## config.mk

```make
export PLATFORM = sky130hd
export DESIGN_NAME = utf8_to_utf16_decoder_core
export DESIGN_NICKNAME = d
export VERILOG_FILES = /design/src/rtl/u8u16_pkg.sv /design/src/rtl/u8u16_decode.sv /design/src/rtl/u8u16_result_queue.sv /design/src/rtl/utf8_to_utf16_decoder_core.sv
export SDC_FILE = /design/constraint.sdc
export NUM_CORES = 1
export LEC_CHECK = 0
export BUFFER_PORTS_ARGS = -buffer_cell sky130_fd_sc_hd__buf_2
export CAP_MARGIN = 10
export CELL_PAD_IN_SITES_DETAIL_PLACEMENT = 0
export CELL_PAD_IN_SITES_GLOBAL_PLACEMENT = 2
export CORE_UTILIZATION = 32
export DETAILED_ROUTE_END_ITERATION = 8
export PLACE_DENSITY = 0.78
export SLEW_MARGIN = 20
export SYNTH_ARGS = -nofsm -noshare
export SYNTH_HDL_FRONTEND = slang
export SYNTH_HIERARCHICAL = 1
export SYNTH_SLANG_ARGS = --single-unit
```

## constraint.sdc

```tcl
create_clock -name clock -period 5.3 [get_ports clock]
set_input_delay 1.06 -clock clock [delete_from_list [all_inputs] [get_ports clock]]
set_output_delay 1.06 -clock clock [all_outputs]
set_load 0.03 [all_outputs]
```

## src/rtl/u8u16_pkg.sv

```systemverilog
`timescale 1ns / 1ps

package u8u16_pkg;

   // Error status codes carried on end results
   localparam logic [1:0] ST_OK        = 2'd0;
   localparam logic [1:0] ST_MALFORMED = 2'd1;
   localparam logic [1:0] ST_OVERFLOW  = 2'd2;

   // Register map (byte addresses)
   localparam logic CSR_MAX_UNITS_ADDR = 1'b0;
   localparam logic [15:0] MAX_UNITS_RESET = 16'd255;

   // Code point and surrogate constants
   localparam logic [20:0] SUPPLEMENTARY_BASE = 21'h10000;
   localparam logic [15:0] HIGH_SURROGATE     = 16'hD800;
   localparam logic [15:0] LOW_SURROGATE      = 16'hDC00;

   // Result queue holds up to one surrogate pair
   localparam int QUEUE_DEPTH = 2;

   typedef struct packed {
      logic [15:0] code_unit;
      logic        last_of_input;
      logic        is_end;
      logic [1:0]  status;
      logic [15:0] unit_count;
   } result_type;

   typedef struct packed {
      logic [20:0] code_point_acc;
      logic [1:0]  bytes_remaining;
      logic [15:0] units_written;
      logic [1:0]  error_status;
   } string_state_type;

endpackage

```

## src/rtl/u8u16_decode.sv

```systemverilog
`timescale 1ns / 1ps

module u8u16_decode import u8u16_pkg::*; (
   input  logic [7:0]       byte_in,
   input  logic [15:0]      max_units,
   input  string_state_type state_cur,
   output string_state_type state_nxt,
   output logic [1:0]       result_count,
   output result_type       result_first,
   output result_type       result_second
);

   string_state_type state_a;
   logic             emit_en;
   logic [20:0]      emit_cp;
   logic [20:0]      acc_shift;
   logic [20:0]      cp_offset;
   logic [16:0]      units_plus_two;
   result_type       end_result;
   result_type       emit_first;

   assign acc_shift      = {state_cur.code_point_acc[14:0], byte_in[5:0]};
   assign cp_offset      = emit_cp - SUPPLEMENTARY_BASE;
   assign units_plus_two = {1'b0, state_cur.units_written} + 17'd2;

   // Byte classification: lead, continuation, terminator
   always_comb begin
      state_a    = state_cur;
      emit_en    = 1'b0;
      emit_cp    = '0;
      end_result = '0;
      if (byte_in == 8'h00) begin
         // end of string: report status and count, then clear
         end_result.last_of_input = 1'b1;
         end_result.is_end        = 1'b1;
         if (state_cur.bytes_remaining != 2'd0 && state_cur.error_status == ST_OK) begin
            end_result.status = ST_MALFORMED;
         end else begin
            end_result.status = state_cur.error_status;
         end
         if (end_result.status == ST_OK) begin
            end_result.unit_count = state_cur.units_written;
         end
         state_a = '0;
      end else if (state_cur.error_status != ST_OK) begin
         // swallow bytes until terminator
      end else if (state_cur.bytes_remaining != 2'd0) begin
         if (byte_in[7:6] != 2'b10) begin
            state_a.error_status    = ST_MALFORMED;
            state_a.bytes_remaining = 2'd0;
            state_a.code_point_acc  = '0;
         end else begin
            state_a.code_point_acc  = acc_shift;
            state_a.bytes_remaining = state_cur.bytes_remaining - 2'd1;
            if (state_cur.bytes_remaining == 2'd1) begin
               emit_en = 1'b1;
               emit_cp = acc_shift;
            end
         end
      end else if (byte_in[7] == 1'b0) begin
         emit_en = 1'b1;
         emit_cp = {13'd0, byte_in};
      end else if (byte_in[7:5] == 3'b110) begin
         state_a.code_point_acc  = {16'd0, byte_in[4:0]};
         state_a.bytes_remaining = 2'd1;
      end else if (byte_in[7:4] == 4'b1110) begin
         state_a.code_point_acc  = {17'd0, byte_in[3:0]};
         state_a.bytes_remaining = 2'd2;
      end else if (byte_in[7:3] == 5'b11110) begin
         state_a.code_point_acc  = {18'd0, byte_in[2:0]};
         state_a.bytes_remaining = 2'd3;
      end else begin
         state_a.error_status    = ST_MALFORMED;
         state_a.bytes_remaining = 2'd0;
         state_a.code_point_acc  = '0;
      end
   end

   // Unit generation with capacity check
   always_comb begin
      state_nxt     = state_a;
      result_count  = (byte_in == 8'h00) ? 2'd1 : 2'd0;
      if (emit_en) begin
         if (emit_cp < SUPPLEMENTARY_BASE) begin
            if (state_cur.units_written >= max_units) begin
               state_nxt.error_status    = ST_OVERFLOW;
               state_nxt.bytes_remaining = 2'd0;
               state_nxt.code_point_acc  = '0;
            end else begin
               result_count                = 2'd1;
               state_nxt.units_written     = state_cur.units_written + 16'd1;
            end
         end else begin
            if (units_plus_two > {1'b0, max_units}) begin
               state_nxt.error_status    = ST_OVERFLOW;
               state_nxt.bytes_remaining = 2'd0;
               state_nxt.code_point_acc  = '0;
            end else begin
               result_count            = 2'd2;
               state_nxt.units_written = units_plus_two[15:0];
            end
         end
      end
   end

   // Payload of emitted units (only used when result_count says so)
   always_comb begin
      emit_first    = '0;
      result_second = '0;
      if (emit_cp < SUPPLEMENTARY_BASE) begin
         emit_first.code_unit     = emit_cp[15:0];
         emit_first.last_of_input = 1'b1;
      end else begin
         emit_first.code_unit = HIGH_SURROGATE + {5'd0, cp_offset[20:10]};
      end
      result_second.code_unit     = LOW_SURROGATE + {6'd0, cp_offset[9:0]};
      result_second.last_of_input = 1'b1;
   end

   // Terminator gives the end result, anything else the first unit
   assign result_first = (byte_in == 8'h00) ? end_result : emit_first;

endmodule

```

## src/rtl/u8u16_result_queue.sv

```systemverilog
`timescale 1ns / 1ps

module u8u16_result_queue import u8u16_pkg::*; (
   input  logic       clock,
   input  logic       reset,
   input  logic [1:0] push_count,
   input  result_type push_first,
   input  result_type push_second,
   input  logic       pop,
   output logic [1:0] free_slots,
   output logic       head_valid,
   output result_type head
);

   result_type entry_ff [QUEUE_DEPTH];
   result_type entry_in [QUEUE_DEPTH];
   logic [1:0] count_ff;
   logic [1:0] count_in;
   logic [1:0] after_pop;

   assign after_pop  = count_ff - {1'b0, pop};
   assign free_slots = 2'(QUEUE_DEPTH) - after_pop;
   assign count_in   = after_pop + push_count;
   assign head_valid = (count_ff != 2'd0);
   assign head       = entry_ff[0];

   // Shift on pop, then fill behind the survivors
   always_comb begin
      entry_in = entry_ff;
      if (pop) begin
         entry_in[0] = entry_ff[1];
      end
      if (push_count != 2'd0) begin
         entry_in[after_pop[0]] = push_first;
      end
      if (push_count == 2'd2) begin
         entry_in[1] = push_second;
      end
   end

   always_ff @(posedge clock) begin
      if (reset) begin
         count_ff <= '0;
      end else begin
         count_ff <= count_in;
      end
   end

   always_ff @(posedge clock) begin
      entry_ff <= entry_in;
   end

endmodule

```

## src/rtl/utf8_to_utf16_decoder_core.sv

```systemverilog
`timescale 1ns / 1ps

// UTF-8 to UTF-16 transcoder.
// req channel: one UTF-8 byte per request (req_byte_in); a zero byte ends the
// string. rsp channel: UTF-16 code units, plus one end result per string
// carrying status (ok, malformed, overflow) and the unit count.
// csr port: max_units at byte address 0 caps the units produced per string.
// A byte accepted on req is held in the input register and decoded from it;
// its results are registered into the result queue when the byte commits,
// and rsp_valid rises when the queue holds them.
// Throughput: one byte per cycle while rsp_ready is high. A surrogate pair
// follows three bytes that produce nothing, so the queue has drained by then
// and the pair does not stall the input. The two-entry result queue is the
// limit: a byte commits only when it has room for all of that byte's results.
// When the receiver stalls, the queue fills and req_ready drops once the byte
// held in the input register cannot commit.
// Reset: clears the queue, the valid flag of the input register and the string
// state, and sets max_units to 255.
module utf8_to_utf16_decoder_core import u8u16_pkg::*; (
   input  logic        clock,
   input  logic        reset,
   // request channel
   input  logic        req_valid,
   output logic        req_ready,
   input  logic [7:0]  req_byte_in,
   // result channel
   output logic        rsp_valid,
   input  logic        rsp_ready,
   output logic [15:0] rsp_code_unit,
   output logic        rsp_last_of_input,
   output logic        rsp_is_end,
   output logic [1:0]  rsp_status,
   output logic [15:0] rsp_unit_count,
   // configuration
   input  logic        csr_psel,
   input  logic        csr_penable,
   input  logic        csr_pwrite,
   input  logic        csr_paddr,
   input  logic [31:0] csr_pwdata,
   output logic [31:0] csr_prdata,
   output logic        csr_pready
);

   logic [7:0]       byte_ff;
   logic             in_valid_ff;
   logic [15:0]      max_units_ff;
   string_state_type state_ff;
   string_state_type state_nxt;
   logic [1:0]       result_count;
   result_type       result_first;
   result_type       result_second;
   logic [1:0]       free_slots;
   logic             commit;
   logic             pop;
   result_type       head;

   // Register access
   assign csr_pready = 1'b1;
   assign csr_prdata = (csr_paddr == CSR_MAX_UNITS_ADDR) ? {16'd0, max_units_ff} : '0;

   always_ff @(posedge clock) begin
      if (reset) begin
         max_units_ff <= MAX_UNITS_RESET;
      end else if (csr_psel && csr_penable && csr_pwrite && csr_pready
                   && csr_paddr == CSR_MAX_UNITS_ADDR) begin
         max_units_ff <= csr_pwdata[15:0];
      end
   end

   // Decode of the registered byte
   u8u16_decode u_decode (
      .byte_in      (byte_ff),
      .max_units    (max_units_ff),
      .state_cur    (state_ff),
      .state_nxt    (state_nxt),
      .result_count (result_count),
      .result_first (result_first),
      .result_second(result_second)
   );

   assign commit    = in_valid_ff && (free_slots >= result_count);
   assign req_ready = !in_valid_ff || commit;

   // Input register and string state
   always_ff @(posedge clock) begin
      if (reset) begin
         in_valid_ff <= 1'b0;
         state_ff    <= '0;
      end else begin
         if (req_valid && req_ready) begin
            in_valid_ff <= 1'b1;
         end else if (commit) begin
            in_valid_ff <= 1'b0;
         end
         if (commit) begin
            state_ff <= state_nxt;
         end
      end
   end

   always_ff @(posedge clock) begin
      if (req_valid && req_ready) begin
         byte_ff <= req_byte_in;
      end
   end

   // Result queue
   assign pop = rsp_valid && rsp_ready;

   u8u16_result_queue u_queue (
      .clock      (clock),
      .reset      (reset),
      .push_count (commit ? result_count : 2'd0),
      .push_first (result_first),
      .push_second(result_second),
      .pop        (pop),
      .free_slots (free_slots),
      .head_valid (rsp_valid),
      .head       (head)
   );

   assign rsp_code_unit     = head.code_unit;
   assign rsp_last_of_input = head.last_of_input;
   assign rsp_is_end        = head.is_end;
   assign rsp_status        = head.status;
   assign rsp_unit_count    = head.unit_count;

endmodule

```

# Word level (Yosys, flattened, before mapping)
# Index checks and enable logic that the tools add are counted.
# Widths: inputs -> output; s select.
op_classes:
  n_mux: 58
  n_reduce_logical: 19
  bitwise_logic: 2
  eq_ne: 6
  n_addsub: 9
  n_lt_le_gt_ge: 6
ops:
  columns: ["cell", "n"]
  rows:
  - ["$mux 23", 9]
  - ["$mux 36", 4]
  - ["$mux 21", 5]
  - ["$mux 16", 6]
  - ["$mux 41", 2]
  - ["$bwmux 72", 1]
  - ["$mux 72", 1]
  - ["$demux 36 s1", 1]
  - ["$mux 2", 17]
  - ["$lt 21x17->1 const B", 1]
  - ["$sub 21x17->21 const B", 1]
  - ["$add 16x2->17 const B", 1]
  - ["$gt 17x16->1", 1]
  - ["$add 15x11->16 const A", 1]
  - ["$add 15x12->16 const A", 1]
  - ["$add 16x1->16 const B", 1]
  - ["$ge 16x16->1", 1]
  - ["$reduce_bool 2->1", 6]
  - ["$mux 1", 10]
  - ["$logic_and 1x1->1", 8]
  - ["$logic_not 8->1", 1]
  - ["$mux 7", 1]
  - ["$eq 5x5->1 const B", 1]
  - ["$mux 5", 1]
  - ["other kinds (17)", 18]
word_totals:
  regBits: 140
  out_inout_bits: 71

# Depth between registers and ports, before layout
# Gate-level depths: netlist of the first run.
depth:
  ltp_word: 15
  depth_mapped: 26

# By module
# The synthesis of the first run kept the hierarchy.
by_module_without_submodules:
  columns: ["module", "seq_area_each_um2", "n_inst", "area_each_um2", "cells_each"]
  rows:
  - ["u8u16_result_queue", 1841.8, 1, 3315.7, 287]
  - ["utf8_to_utf16_decoder_core", 1401.3, 1, 3041.7, 309]
  - ["u8u16_decode", 0.0, 1, 2882.8, 470]

# Least setup slack after synthesis of the first run
# Ideal clock, no wire load.
synth_path:
  kind: "reg2reg"
  start: "reg state_ff[3] (netlist name)"
  end: "reg u_queue/entry_ff[0] (netlist name), enable pin"
  n_path_buf: 4
  arrival_ps: 5186
  slack_ps: -263
  stages_incl_launch_ff: 25
  period_less_slack_ps: 5563
  required_time_ps: 4923
  setup_ps: 377
  path_cell_list: "dfxtp_1 ha_1 and3_1 and3_1 buf_2 nand2_1 nor3_1 xor2_1 ha_1 nand3_1 nor3_1 a2111oi_0 o211ai_1 and3_1 nor2_2 buf_2 inv_1 ha_1 o21ai_1 nor2_4 buf_6 and2_1 nor2b_4 buf_4 or2_2"
synth_via:
  elab_chain_len: 9
  word_cells_on_any_way: 12
  cone_classes: "add/sub (1); order compare (3); eq/ne (1); mux (5); reduce/logical (2)"
synth_rtl:
  columns: ["item", "line_no", "rtl"]
  rows:
  - ["start: declaration", "utf8_to_utf16_decoder_core.sv:47", "string_state_type state_ff;"]
  - ["start signal: assignment", "utf8_to_utf16_decoder_core.sv:96", "state_ff <= state_nxt;"]
  - ["$add 16x2->17 *", "u8u16_decode.sv:24", "assign units_plus_two = {1'b0, state_cur.units_written} + 17'd2;"]
  - ["$gt 17x16->1 *", "u8u16_decode.sv:94", "if (units_plus_two > {1'b0, max_units}) begin"]
  - ["$mux 2 *", "u8u16_decode.sv:94", null]
  - ["$mux 2 *", "u8u16_decode.sv:84", "if (emit_cp < SUPPLEMENTARY_BASE) begin"]
  - ["$mux 2 *", "u8u16_decode.sv:83", "if (emit_en) begin"]
  - ["net result_count[1]", "utf8_to_utf16_decoder_core.sv:49", "logic [1:0] result_count;"]
  - ["$ge 2x2->1", "utf8_to_utf16_decoder_core.sv:81", "assign commit = in_valid_ff && (free_slots >= result_count);"]
  - ["$logic_and 1x1->1", "utf8_to_utf16_decoder_core.sv:81", null]
  - ["$mux 2 *", "utf8_to_utf16_decoder_core.sv:113", ".push_count (commit ? result_count : 2'd0),"]
  - ["$eq 2x2->1 / $reduce_bool 2->1 (equally long branches)", "u8u16_result_queue.sv:36, u8u16_result_queue.sv:33", null]
  - ["end signal: assignment", "u8u16_result_queue.sv:50", "entry_ff <= entry_in;"]
  - ["end: declaration", "u8u16_result_queue.sv:15", "result_type entry_ff [QUEUE_DEPTH];"]
# The timed path passes the listed nets; every way through them passes the cells marked *.
# A chain may end at the register's enable or synchronous reset.

# Final worst setup path of the first run
layout_path:
  start: "reg state_ff[4] (netlist name)"
  end: "out req_ready"
layout_via:
  elab_chain_len: 8
  word_cells_on_any_way: 10
  cone_classes: "add/sub (1); order compare (3); mux (4); reduce/logical (2)"
layout_rtl:
  columns: ["item", "line_no", "rtl"]
  rows:
  - ["$add 16x2->17", "u8u16_decode.sv:24", null]
  - ["$gt 17x16->1", "u8u16_decode.sv:94", null]
  - ["$mux 2", "u8u16_decode.sv:94", null]
  - ["$mux 2", "u8u16_decode.sv:84", null]
  - ["$mux 2", "u8u16_decode.sv:83", null]
  - ["net result_count[1]", "utf8_to_utf16_decoder_core.sv:49", null]
  - ["$ge 2x2->1", "utf8_to_utf16_decoder_core.sv:81", null]
  - ["$logic_and 1x1->1", "utf8_to_utf16_decoder_core.sv:81", null]
  - ["$logic_or 1x1->1", "utf8_to_utf16_decoder_core.sv:82", "assign req_ready = !in_valid_ff || commit;"]
  - ["end: declaration", "utf8_to_utf16_decoder_core.sv:24", "output logic req_ready,"]
# The timed path passes the listed nets, and every way through them passes these cells.

==> qor.csv, run 1 <==
metric,value,unit
clk_latency,0.43,ns
antenna_cells,0,
netlist_area,8900,sq um
worstPathRequired,4.24,ns
whs_path_depth,2,
hpwl,15400,microns
maxSlewViolCount,0,
final_antenna_net_count,0,
io_pins,119,
num_vias,6917,
grt.overflow.total,0,
final.setup.tns,0,ns
leakage,0.00417,uW
powerDensity,432,nW/um^2
nFillCells,2794,
track_usage,15.8,%
cts_tree,done,
numCtsBuffers,17,
cp.arrival,4.04,ns
worst-path-max-fanout,4,
htree_num_levels,4,
post-route-drc-count,0,
antenna_found_initial,0,
regArea,3130,sq um
initial_core_util,32.9,%
clkTransAtPathRegs,0.07,ns
final_hold_viol_count,0,
rsz0062_at_grt,no,
area_growth,12.4,%
drt_iter0_markers,361,
cts_root_buffer,clkbuf_16,
die-area,28500,sq um
worst_setup_path_end_kind,output port,
setup.worst_path.class,flip-flop to output port,
setup_viol,0,
worst_pin_slew,0.895,ns
multi_input_area,5020,sq um
status,completed,
max-cap-violations,0,
slew_headroom,40.0,%
syn_area_per_cell,8.69,sq um
fmax,196,MHz
fin_nets,1146,
drive_above_1_share,18.8,%
placed_cell_area,9270,sq um
clock_skew,0.0143,ns
hp-class,flip-flop to flip-flop,
grt_pass1_vias,6556,
wl_per_cell,15.3,microns
syn_inst,1025,
synth_warnings,6,
cts_sinks,134,
rr_worst_depth,22,
vdd_drop_max,0.000247,V
avgViaCountPerCell,4.79,
design.core.area,27100,sq um
finalCritPeriodShare,96.3,%
grt_pass1_wl,35700,microns
wirelength,22100,microns
fin_area,10000,sq um
startpoint_type,flip-flop,
die_w,169,microns
place_congestion,0.793,
clock_path_buffers,2,
grt_max_degree,90,
placementRows,60,
dr.pass1.iters,5,
io_buffers,85,
post-route-min-period,5.10,ns
dieHeight,169,microns
registers in the layout, indices dropped and copies added, names as in the netlist:
| register | flops |
|---|---|
| byte_ff | 8 |
| in_valid_ff | 1 |
| max_units_ff | 16 |
| state_ff | 35 |
| u_queue/count_ff | 2 |
| u_queue/entry_ff | 36 |
| u_queue/head | 36 |
cells in the final DEF, fill, tap and decap left out, drive strengths merged, types with 4 or more instances in the layout:
cell / count
buf: 119
nand2: 90
dfxtp: 90
nor2: 81
a21oi: 78
nand2b: 74
mux2i: 72
edfxtp: 44
conb: 43
inv: 41
ha: 39
a22o: 37
o21ai: 30
and2: 29
nor3: 25
nand3: 22
nor2b: 18
clkbuf: 17
and3: 9
nand3b: 8
a211oi: 8
nor4: 8
xnor2: 7
xor2: 6
or2: 6
nand4: 5
a221oi: 5
a311oi: 5
a22oi: 5
and2b: 4
clkinvlp: 4
clkinv: 4
what timing repair did:
item	4_1_cts	5_1_grt
setup buffers	3	1
endpoints found under the setup margin	1	1
gates resized for setup	10	19
hold buffers	0	0
pin swaps	4	7
worst paths after layout:
check	from	endpoint	slack (ns)
max	state_ff[4]	req_ready	0.20
min	max_units_ff[14]	max_units_ff[14]	0.48
max reg2reg	state_ff[4]	u_queue/count_ff[1]	0.57
min reg2reg	max_units_ff[14]	max_units_ff[14]	0.48
where the power goes:
part           switching (uW)  internal [uW]  leakage, uW
Sequential                140           1290      0.00119
Clock                     531            617     0.000264
Combinational            1120            628      0.00272
Total                    1790           2530      0.00417
layer usage:
metal	up-vias	track usage [%]	part of all wire, %
li1	3527	-	-
met1	3177	23.9	52
met2	191	22.8	42
met3	22	2.50	4.9
met4	0	4.70	1.2
met5	-	0	0
critical path, cell delays in order (launching register included):
cell and delay (ns):
dfxtp_2 0.35, ha_4 0.15, and3_4 0.21, and3_4 0.20, nand2_1 0.10, nor3_4 0.25, xor2_2 0.28, ha_4 0.26
nand3_2 0.07, nor2_1 0.07, a2111oi_4 0.31, o211ai_1 0.13, and3_4 0.19, nor2_2 0.13, inv_1 0.07, ha_1 0.32
a211o_4 0.36, buf_6 0.15
final cells by class:
type / instances / area share, %
clock inverter: 15 / 1.35
tap: 372 / 4.65
multi-input combinational: 753 / 50.2
sequential: 134 / 31.3
timing repair buffer: 119 / 6.99
clock buffer: 17 / 4.25
inverter: 34 / 1.28
metrics by stage:
stage          util (%)  std cells  total power, uW  hold slack, ns  setup WS (ns)
2_1_floorplan         -       1064             2990           0.445         0.0221
3_3_place_gp       34.2       1408             3170           0.459          0.295
3_5_place_dp       34.2       1408             3190           0.472          0.215
4_1_cts            36.5       1443             4360           0.481        0.00534
5_1_grt            36.9       1444             4600           0.504         0.0107
6_report           36.9       1444             4320           0.481          0.199
Power figures use the tool's default switching activity.
==> run 2, diff against run 1 <==
--- a/config.mk
+++ b/config.mk
@@ -12,6 +12,7 @@
 export CORE_UTILIZATION = 32
 export DETAILED_ROUTE_END_ITERATION = 8
 export PLACE_DENSITY = 0.78
+export SETUP_SLACK_MARGIN = 0.4
 export SLEW_MARGIN = 20
 export SYNTH_ARGS = -nofsm -noshare
 export SYNTH_HDL_FRONTEND = slang
==> run 2 against run 1 <==
Critical path depth unchanged. Total power up 1.2%. Non-clock buffer count increased by 10. Worst hold slack got worse by 0.0044 ns. Cell count rose by 0.76%. Combinational power increased by 2%. Die area unchanged. First-iteration DRC count down 7.5%. Clock skew down 0.0031 ns. Sequential share of layout area down 0.45 points. Highest routed layer unchanged.
==> qor.csv, run 2 (synthesis results as in run 1) <==
metric,value,unit,change
wl_per_cell,15.2,microns,-0.43%
worst_slack,0.429,ns,+0.231 ns
maxSlewViolCount,0,,unchanged
clk_latency,0.42,ns,about the same
antenna_found_initial,0,,unchanged
r2r_setup_slack,0.67,ns,+0.10 ns
grt_max_degree,90,,unchanged
initial_core_util,32.9,%,unchanged
stdcell_count,1455,,+0.76%
cts_tree,done,,
grt_pass1_vias,6564,,+0.12%
power,4370,uW,+1.2%
leakage,0.00425,uW,+1.9%
design.core.area,27100,sq um,unchanged
final_antenna_net_count,0,,unchanged
fin_nets,1157,,+0.96%
clkTransAtPathRegs,0.07,ns,about the same
dieHeight,169,microns,unchanged
wirelength,22100,microns,+0.33%
final_common_cell,nand2_1,,
crit_chain,"ha_4, and3_4, and3_4, nand2_2, nor3_4, xor2_2, ha_4, nand3_4, nor2_2, a2111oi_4, o211ai_1, and3_4, nor2_4, inv_2, ha_4, a211o_4, buf_6",,
clock_skew,0.0112,ns,-0.00313 ns
setup.worst_path.class,flip-flop to output port,,
worst_setup_path_end_kind,output port,,
drive_above_1_share,21.0,%,+2.2 points
powerDensity,429,nW/um^2,-0.61%
antenna_cells,0,,unchanged
drt_iter0_markers,334,,-7.5%
dr.pass1.iters,5,,unchanged
setup_viol,0,,unchanged
rr_worst_depth,21,,-4.5%
post-place-ws,0.0732,ns,-0.142 ns
fmax,205,MHz,+4.7%
io_buffers,85,,unchanged
grt.overflow.total,0,,unchanged
cts_hold_buffers,0,,unchanged
cts_root_buffer,clkbuf_16,,
worst-path-max-fanout,3,,-1
endpoint,req_ready,,
cp_slowest_cell,dfxtp_2,,
die-area,28500,sq um,unchanged
htree_num_levels,4,,unchanged
worst_r2r_endpoint,u_queue/entry_ff[20],,
worstPathRequired,4.24,ns,about the same
post-route-min-period,4.87,ns,-0.231 ns
num_vias,6912,,-0.072%
cp.arrival,3.81,ns,-0.23 ns
nFillCells,2842,,+1.7%
cts_sinks,134,,unchanged
final.setup.tns,0,ns,unchanged
rsz0062_at_grt,yes,,
place_inst,1413,,+0.36%
finalCritPeriodShare,91.9,%,-4.4 points
slew_headroom,34.6,%,-5.4 points
clock_path_buffers,2,,unchanged
startpoint_type,flip-flop,,
die_w,169,microns,unchanged
final_cell_mix,"nand2_1, buf_2, dfxtp_1",,
hp-class,flip-flop to flip-flop,,
worstReg2RegStart,state_ff[3],,
track_usage,16.0,%,+0.16 points
vdd_drop_max,0.000269,V,+8.7%
post-route-drc-count,0,,unchanged
max-cap-violations,0,,unchanged
grt_pass1_wl,36100,microns,+1.3%
area_growth,14.4,%,
worst_pin_slew,0.975,ns,+0.0803 ns
avgViaCountPerCell,4.75,,-0.83%
crit_start,state_ff[3],,
placementRows,60,,unchanged
hpwl,15100,microns,-1.7%
slowest_delay,0.36,ns,about the same
numCtsBuffers,17,,unchanged
place_congestion,0.780,,-1.7%
status,completed,,
final_hold_viol_count,0,,unchanged
io_pins,119,,unchanged
## run 2: per-layer routing
metal / track usage [%] / up-vias / share of wire (%)
met5: 0 / - / 0
met4: 4.55 / 0 / 1.0
met3: 2.29 / 19 / 4.0
met2: 23.2 / 150 / 41
met1: 24.2 / 3199 / 54
li1: - / 3544 / -
## run 2: stage by stage
step | hold WS, ns | utilization, % | area [sq um]
floorplan | 0.445 | - | 9100
global placement | 0.455 | 34.5 | 9350
detailed placement | 0.467 | 34.5 | 9350
CTS | 0.476 | 37.2 | 10100
global route | 0.496 | 37.6 | 10200
finish | 0.477 | 37.6 | 10200
## run 2: how the worst min path moves through the flow
stage | startpoint | to | slack, ns | cells past startpoint
finish | max_units_ff[14] | max_units_ff[14] | 0.48 | 2
global route | max_units_ff[14] | max_units_ff[14] | 0.50 | 2
CTS | max_units_ff[14] | max_units_ff[14] | 0.48 | 2
detailed placement | max_units_ff[14] | max_units_ff[14] | 0.47 | 2
global placement | max_units_ff[13] | max_units_ff[13] | 0.46 | 2
floorplan | max_units_ff[10] | max_units_ff[10] | 0.44 | 2
## run 2: repair_timing
action / 4_1_cts / 5_1_grt
resized for setup: 18 / 22
setup endpoints to repair: 38 / 37
gates cloned: 1 / 0
pin swaps: 11 / 12
buffers inserted: 6 / 3
## run 2: area by class of cell
type / instances / area [sq um] / share of cell area (%)
Clock buffer: 17 / 425 / 4.18
Clock inverter: 15 / 138 / 1.35
Inverter: 34 / 128 / 1.25
Multi-Input combinational cell: 754 / 5100 / 50.0
Sequential cell: 134 / 3140 / 30.8
Tap cell: 372 / 465 / 4.57
Timing Repair Buffer: 129 / 791 / 7.76
## run 2: report_power, final
group | switching [uW] | internal (uW) | leakage [uW]
sequential | 145 | 1280 | 0.00119
combinational | 1130 | 664 | 0.00279
clock | 529 | 618 | 0.000272
total | 1800 | 2570 | 0.00425
## run 2: worst max-delay path, delay by kind of cell (launching register included)
kind	cells	cell delay, ns
xor gates and xnor gates	1	0.28
DFF	1	0.36
adders and majority gates	3	0.61
buffers and inverters	2	0.21
and+or+nand+nor	8	1.12
AOI/OAI and AO/OA	3	0.81
